**config.mk**
```make
export PLATFORM = sky130hd
export DESIGN_NAME = rssd_ctrl
export DESIGN_NICKNAME = d
export VERILOG_FILES = /design/src/hdl/rssd_pkg.sv /design/src/hdl/rssd_ctrl.sv
export SDC_FILE = /design/constraint.sdc
export NUM_CORES = 1
export LEC_CHECK = 0
export BUFFER_PORTS_ARGS = -buffer_cell sky130_fd_sc_hd__clkbuf_2
export CORE_MARGIN = 2
export CORE_UTILIZATION = 35
export DETAILED_ROUTE_END_ITERATION = 10
export PLACE_DENSITY = 0.62
export RECOVER_POWER = 100
export SYNTH_ARGS = -nofsm -noshare
export SYNTH_HDL_FRONTEND = slang
export SYNTH_SLANG_ARGS = --single-unit
```
**constraint.sdc**
```tcl
create_clock -name clk -period 1.7 [get_ports clk]
set_input_delay 0.34 -clock clk [delete_from_list [all_inputs] [get_ports clk]]
set_output_delay 0.34 -clock clk [all_outputs]
set_load 0.1 [all_outputs]
```
**src/hdl/rssd_pkg.sv**
```systemverilog
package rssd_pkg;

	localparam int FRAC_BITS = 16;
	localparam int ENTRIES   = 256;
	localparam int ENTRY_W   = 8;
	localparam int CNT_W     = 32;
	localparam int SUM_W     = 48;
	localparam int MEAN_W    = 48;
	localparam int SQ_W      = 64;
	localparam int LIMB_W    = 32;
	localparam int LIMBS     = 7;
	localparam int LIMB_IW   = 3;
	localparam int BIG_W     = LIMB_W * LIMBS;
	localparam int DIV_W     = 64;
	localparam int DIV_CW    = 6;

	// Interval test scaled to integers: 1.96^2 = 2401/625, so
	// 2401*V*2^(32+F) < 2500*n*E^2*m^2.
	localparam logic [11:0] INTERVAL_Z2 = 12'd2401;
	localparam logic [11:0] RHS_SCALE   = 12'd2500;
	localparam int          LHS_SHIFT   = LIMB_W + FRAC_BITS;
	localparam logic [SQ_W-1:0] VAR_EMPTY = SQ_W'(1000) << FRAC_BITS;

	localparam logic [1:0] MODE_SAMPLE = 2'd0;
	localparam logic [1:0] MODE_LOCAL  = 2'd1;
	localparam logic [1:0] MODE_GLOBAL = 2'd2;

	localparam logic [2:0] CFG_RATE_MODE   = 3'd0;
	localparam logic [2:0] CFG_UPDATE_EN   = 3'd1;
	localparam logic [2:0] CFG_COUNT_LIMIT = 3'd2;
	localparam logic [2:0] CFG_TIME_LIMIT  = 3'd3;
	localparam logic [2:0] CFG_ERROR_LIMIT = 3'd4;

	typedef struct packed {
		logic [1:0]  mode;
		logic [7:0]  entry;
		logic [31:0] exec_time_ns;
		logic [31:0] work_units;
		logic        keep_sched;
		logic        barrier_key;
	} in_item_t;

	typedef struct packed {
		logic [47:0] mean_value;
		logic [63:0] variance_value;
		logic        steady_met;
		logic        schedule_local;
		logic        schedule_global;
		logic [31:0] sample_count;
	} out_item_t;

	typedef struct packed {
		logic        rate_mode;
		logic        update_enable;
		logic [31:0] count_limit;
		logic [47:0] time_limit_ns;
		logic [31:0] error_limit_q16;
	} cfg_t;

	typedef struct packed {
		logic              local_mark;
		logic              global_mark;
		logic [CNT_W-1:0]  count;
		logic [CNT_W-1:0]  skip_count;
		logic [SUM_W-1:0]  unit_sum;
		logic [SUM_W-1:0]  skip_unit_sum;
		logic [SUM_W-1:0]  time_sum;
		logic [MEAN_W-1:0] mean;
		logic [SQ_W-1:0]   sqdev;
	} row_t;

	typedef enum logic [4:0] {
		ST_IDLE, ST_READ, ST_LATCH, ST_DECIDE, ST_RDIV_GO, ST_RDIV, ST_DELTA,
		ST_DDIV_GO, ST_DDIV, ST_MEAN, ST_RESID, ST_PMUL_GO, ST_PMUL, ST_WRITE,
		ST_VAR, ST_VDIV, ST_LHS_GO, ST_LHS, ST_RHS_GO, ST_RHS, ST_FINISH
	} ctl_state_t;

	typedef enum logic [4:0] {
		DP_NONE, DP_CAPTURE, DP_LATCH_ROW, DP_FOLD_PREP, DP_OTHER_UPD, DP_X_TAKE,
		DP_DELTA, DP_DIV_START, DP_MEAN_UPD, DP_RESID, DP_MUL_START, DP_SQ_UPD,
		DP_WRITE, DP_VAR_CONST, DP_VAR_TAKE, DP_LHS_TAKE, DP_FINISH
	} dp_op_t;

	typedef enum logic [1:0] {
		DS_RATE, DS_DELTA, DS_VAR
	} div_src_t;

	typedef enum logic [2:0] {
		MS_SQDEV, MS_LHS, MS_RHS_N, MS_CHAIN_E, MS_CHAIN_M
	} mul_src_t;

	typedef struct packed {
		dp_op_t   op;
		div_src_t div_src;
		mul_src_t mul_src;
	} dp_cmd_t;

	typedef struct packed {
		logic fold;
		logic rate;
		logic var_const;
		logic div_busy;
		logic mul_busy;
	} dp_status_t;

	function automatic logic [SUM_W-1:0] sat_add48(logic [SUM_W-1:0] a, logic [31:0] b);
		logic [SUM_W:0] s;
		s = {1'b0, a} + (SUM_W + 1)'(b);
		return s[SUM_W] ? '1 : s[SUM_W-1:0];
	endfunction

endpackage

```
**src/hdl/rssd_ctrl.sv**
```systemverilog
module rssd_ctrl (
	input  logic                clk,
	input  logic                arst_n,
	input  logic                start,
	output logic                busy,
	input  rssd_pkg::dp_status_t status,
	output rssd_pkg::dp_cmd_t   cmd
);
	import rssd_pkg::*;

	localparam logic [2:0] RHS_LAST = 3'd4;

	ctl_state_t state_q, state_d;
	logic [2:0] step_q, step_d;

	always_ff @(posedge clk or negedge arst_n) begin
		if (!arst_n) begin
			state_q <= ST_IDLE;
			step_q  <= '0;
		end else begin
			state_q <= state_d;
			step_q  <= step_d;
		end
	end

	always_comb begin
		state_d     = state_q;
		step_d      = step_q;
		cmd.op      = DP_NONE;
		cmd.div_src = DS_VAR;
		cmd.mul_src = MS_SQDEV;
		case (state_q)
			ST_IDLE: begin
				if (start) begin
					cmd.op  = DP_CAPTURE;
					state_d = ST_READ;
				end
			end
			ST_READ: state_d = ST_LATCH;
			ST_LATCH: begin
				cmd.op  = DP_LATCH_ROW;
				state_d = ST_DECIDE;
			end
			ST_DECIDE: begin
				if (status.fold) begin
					cmd.op  = DP_FOLD_PREP;
					state_d = status.rate ? ST_RDIV_GO : ST_DELTA;
				end else begin
					cmd.op  = DP_OTHER_UPD;
					state_d = ST_WRITE;
				end
			end
			ST_RDIV_GO: begin
				cmd.op      = DP_DIV_START;
				cmd.div_src = DS_RATE;
				state_d     = ST_RDIV;
			end
			ST_RDIV: begin
				if (!status.div_busy) begin
					cmd.op  = DP_X_TAKE;
					state_d = ST_DELTA;
				end
			end
			ST_DELTA: begin
				cmd.op  = DP_DELTA;
				state_d = ST_DDIV_GO;
			end
			ST_DDIV_GO: begin
				cmd.op      = DP_DIV_START;
				cmd.div_src = DS_DELTA;
				state_d     = ST_DDIV;
			end
			ST_DDIV: begin
				if (!status.div_busy) begin
					cmd.op  = DP_MEAN_UPD;
					state_d = ST_RESID;
				end
			end
			ST_RESID: begin
				cmd.op  = DP_RESID;
				state_d = ST_PMUL_GO;
			end
			ST_PMUL_GO: begin
				cmd.op      = DP_MUL_START;
				cmd.mul_src = MS_SQDEV;
				state_d     = ST_PMUL;
			end
			ST_PMUL: begin
				if (!status.mul_busy) begin
					cmd.op  = DP_SQ_UPD;
					state_d = ST_WRITE;
				end
			end
			ST_WRITE: begin
				cmd.op  = DP_WRITE;
				state_d = ST_VAR;
			end
			ST_VAR: begin
				if (status.var_const) begin
					cmd.op  = DP_VAR_CONST;
					state_d = ST_LHS_GO;
				end else begin
					cmd.op      = DP_DIV_START;
					cmd.div_src = DS_VAR;
					state_d     = ST_VDIV;
				end
			end
			ST_VDIV: begin
				if (!status.div_busy) begin
					cmd.op  = DP_VAR_TAKE;
					state_d = ST_LHS_GO;
				end
			end
			ST_LHS_GO: begin
				cmd.op      = DP_MUL_START;
				cmd.mul_src = MS_LHS;
				state_d     = ST_LHS;
			end
			ST_LHS: begin
				if (!status.mul_busy) begin
					cmd.op  = DP_LHS_TAKE;
					step_d  = '0;
					state_d = ST_RHS_GO;
				end
			end
			ST_RHS_GO: begin
				cmd.op = DP_MUL_START;
				case (step_q)
					3'd0: cmd.mul_src = MS_RHS_N;
					3'd1, 3'd2: cmd.mul_src = MS_CHAIN_E;
					default: cmd.mul_src = MS_CHAIN_M;
				endcase
				state_d = ST_RHS;
			end
			ST_RHS: begin
				if (!status.mul_busy) begin
					if (step_q == RHS_LAST) begin
						state_d = ST_FINISH;
					end else begin
						step_d  = step_q + 3'd1;
						state_d = ST_RHS_GO;
					end
				end
			end
			ST_FINISH: begin
				cmd.op  = DP_FINISH;
				state_d = ST_IDLE;
			end
			default: state_d = ST_IDLE;
		endcase
	end

	assign busy = (state_q != ST_IDLE);

`ifndef SYNTHESIS
	a_idle_units_quiet: assert property (@(posedge clk) disable iff (!arst_n)
		(state_q == ST_IDLE) |-> (!status.div_busy && !status.mul_busy))
		else $error("arithmetic unit running while controller idle");
	a_start_reads: assert property (@(posedge clk) disable iff (!arst_n)
		(state_q == ST_IDLE && start) |=> (state_q == ST_READ))
		else $error("accepted item did not start a table read");
	a_step_range: assert property (@(posedge clk) disable iff (!arst_n)
		(step_q <= RHS_LAST))
		else $error("right-hand product chain step out of range");
`endif

endmodule

```
==> results.tsv <==
stage	metric	value	unit
status	outcome	finished with violations	
status	failed_checks	setup timing	
setup_path	worst-setup-path-type	register to output pin	
detailed_routing	detail_route.wl_per_cell	17.2	um
synthesis	synth_cell_types	62	
synthesis	yosysWarningCount	0	
synthesis	post_synth_edffs	0	
clock_network	cts.htree.levels	1	
synthesis	syn-cell-area	0.00119	mm^2
clock_network	numCtsBuffers	3	
final_layout	layout.filler_cells	250	
placement	last_weighted_congestion_value_of_the_routability_driven_placer	0.857	
detailed_routing	drt-initial-drc-count	84	
synthesis	arithmetic_cell_share_of_the_synthesized_area_counting_full_adders_half_adders_and_majority_gates	5.15	%
detailed_routing	drc_violation_count_after_routing	0	
final_layout	num-nets-final	231	
synthesis	yosysSeqAreaShare	16.8	%
synthesis	post_synth_and_or_nand_nor_area_fraction	33.5	%
detailed_routing	via_per_instance_ratio	5.60	
timing	layout_worst_path_cycle_share	125	%
detailed_routing	drt.antenna.violating_nets	0	
setup_path	critPathCaptureType	output pin	
final_layout	area_growth	90.8	%
timing	hold_viol_final	0	
timing	rsz0062_at_grt	yes	
placement	detailed_place_hpwl	3070	um
synthesis	largest_family_of_logic_cells_by_synthesized_area	simple AND/OR/NAND/NOR gates	
synthesis	synth_area_per_cell	8.16	um^2
die	core_area	0.00331	mm^2
setup_path	worst_ep_arrival_time	1790	ps
synthesis	synth_compound_gate_area_share	29.1	%
setup_path	cp_max_fo	6	
clock_network	cts_tree	built	
die	floorplan.initialDensity	36.0	%
timing	finalSetupViolations	15	
grt	grt_start_max_net_pins	20	
final_layout	register_area	205	um^2
clock_network	clock_path_buffers	2	
die	chipWidth	62.3	um
timing	final_critical_path_setup_slack	-427	ps
synthesis	ffs_w_async_s_r_synth	100	%
die	placement_rows	21	
synthesis	synth_mux_area_share	3.36	%
synthesis	postSynthCellCount	146	
final_layout	diodes	0	
timing	timing.final.max_slew_violations	0	
timing	timing.max_slew.rel_slack	70.6	%
die	num_io_pins	19	
grt	number_of_global_route_vias_before_repair	1409	
clock_network	clock_latency	250	ps
timing	max_slew.worst_pin.slew	441	ps
synthesis	ys_seq_elements	8	
detailed_routing	drt_first_pass_iters	4	
grt	first_pass_grt_wire_length	6610	um
synthesis	synth.net_count	158	
timing	fin_skew	0.975	ps
placement	io_buffer_count	18	
timing	max_freq	0.470	GHz
grt	grt_usage	21.1	%
grt	global_route.overflow_total	0	
job	timing.max_cap.violations	0	
final_layout	drive_gt1_share	66.4	%
grt	grt_antenna_before_repair	0	
synthesis	yosys.area_share.xor_xnor	0.735	%
detailed_routing	vias	1473	
synthesis	synth_flop_cell	sky130_fd_sc_hd__dfrtp_1	
clock_network	cts.reportedPaths.clkPinSlew	50	ps
hold_path	hold_path_class	input pin to async pin	
timing	final_period_minus_worst_setup_slack	2130	ps
setup_path	cp-start-kind	register	
die	die_span_y	62.3	um
clock_network	cts.sink_count	8	
die	die-area	0.00389	mm^2
detailed_routing	total_wirelength_of_the_detailed_routed_design	4530	um
clock_network	clk_root_buffer_cell	sky130_fd_sc_hd__clkbuf_4	
final_layout	area_occupied_by_multi_input_gates	0.00114	mm^2
setup_path	worstPathRequired	1360	ps
final_layout	utilization	68.6	%
-- cells in the final DEF, fill, tap and decap left out, types with 3 or more instances in the layout --
master / synthesis / routed
sky130_fd_sc_hd__dfrtp_2: 0 / 4
sky130_fd_sc_hd__a21oi_1: 6 / 3
sky130_fd_sc_hd__o21ai_0: 8 / 6
sky130_fd_sc_hd__nor3b_2: 1 / 3
sky130_fd_sc_hd__dfrtp_1: 8 / 4
sky130_fd_sc_hd__nand3_1: 4 / 4
sky130_fd_sc_hd__clkbuf_4: 0 / 3
sky130_fd_sc_hd__nor2_4: 0 / 4
sky130_fd_sc_hd__o21ai_4: 0 / 3
sky130_fd_sc_hd__nor3_4: 0 / 3
sky130_fd_sc_hd__buf_12: 1 / 12
sky130_fd_sc_hd__nand3b_1: 4 / 4
sky130_fd_sc_hd__nor2b_1: 6 / 5
sky130_fd_sc_hd__buf_4: 1 / 42
sky130_fd_sc_hd__a21oi_2: 0 / 3
sky130_fd_sc_hd__buf_6: 4 / 16
sky130_fd_sc_hd__inv_2: 0 / 3
sky130_fd_sc_hd__nor2_1: 10 / 5
sky130_fd_sc_hd__buf_2: 6 / 3
sky130_fd_sc_hd__clkbuf_2: 0 / 6
sky130_fd_sc_hd__nand2_1: 11 / 8
-- worst paths after layout --
check                                       start                      to  slack (ps)  cells past startpoint
max in group asynchronous                  arst_n  state_q[1]$_DFFE_PN0P_         830                      2
setup reg to reg           state_q[2]$_DFFE_PN0P_  state_q[0]$_DFFE_PN0P_         -50                      7
hold / removal                             arst_n   step_q[2]$_DFFE_PN0P_         540                      2
min in group clk                        status[2]  state_q[4]$_DFFE_PN0P_         580                      4
setup / recovery           state_q[2]$_DFFE_PN0P_                  cmd[8]        -430                      7
hold reg to reg             step_q[1]$_DFFE_PN0P_   step_q[1]$_DFFE_PN0P_         660                      1
-- worst max-delay path: stages (launching register included) --
cell,delay (ps)
sky130_fd_sc_hd__dfrtp_2,440
sky130_fd_sc_hd__buf_6,150
sky130_fd_sc_hd__buf_12,130
sky130_fd_sc_hd__nor2b_4,110
sky130_fd_sc_hd__a21oi_2,50
sky130_fd_sc_hd__buf_4,140
sky130_fd_sc_hd__o311ai_4,290
sky130_fd_sc_hd__buf_12,220
-- cells in the mapped netlist, drive strengths merged, types with 2 or more instances --
cell type | count | share of area (%)
buf | 13 | 8.9
o21ai | 13 | 5.5
nand2 | 11 | 3.5
nor2 | 10 | 3.2
dfrtp | 8 | 17
nor2b | 7 | 4.3
a21oi | 6 | 2.5
inv | 6 | 2.1
nand3 | 5 | 3.2
ha | 4 | 4.2
nand3b | 4 | 2.5
nor3b | 4 | 2.9
o311ai | 4 | 3.6
a211oi | 3 | 1.9
a22oi | 3 | 3.5
nand2b | 3 | 1.6
nor3 | 3 | 1.3
a22o | 2 | 1.5
a31oi | 2 | 1.1
mux2 | 2 | 2.5
nor4bb | 2 | 2.2
o22ai | 2 | 1.1
o31ai | 2 | 1.3
o32a | 2 | 1.7
or2 | 2 | 1.1
-- state kept, by name (all words and copies together) (netlist names) --
name     flops
state_q      5
step_q       3
-- cell families after synthesis --
family / after synthesis
mux: 3
fa+ha+maj: 5
simple gates: 62
flops: 8
xor+xnor: 1
compound gates: 47
buf+inv: 20
-- per-stage QoR --
stage / std cells / TNS [ps] / setup slack [ps] / hold slack, ps / area [um^2]
after floorplan: 146 / -1990 / -450 / 44.4 / 1390
after global placement: 246 / -956 / -166 / 193 / 1950
after detailed placement: 246 / -1120 / -213 / 199 / 1950
after CTS: 252 / -3480 / -412 / 467 / 2070
after global routing: 263 / -4270 / -495 / 581 / 2270
final: 263 / -3400 / -427 / 541 / 2270
-- metal layers --
metal  up-vias  global-route usage [%]  wire [um]
li1        696                       -          -
met1       716                    27.4       1880
met2        53                    36.4       2280
met3         8                    3.26        295
met4         0                    5.83         72
met5         -                       0          0
-- what timing repair did --
item,in CTS,in global routing
cloned,0,4
endpoints found under the hold margin,8,0
pin swaps,7,10
gates resized for setup,20,28
setup endpoints to repair,15,15
hold buffers,1,0
buffers inserted,2,8
-- layout make-up --
cell class,count,share of cell area (%)
Timing Repair Buffer,82,36.1
Clock buffer,3,0.991
Multi-Input combinational cell,118,50.2
Sequential cell,8,9.03
Tap cell,46,2.53
Inverter,6,1.21
Power is left out: the tool's default activity adds up to more than one toggle a clock period on the data nets, which glitch-free logic cannot reach.
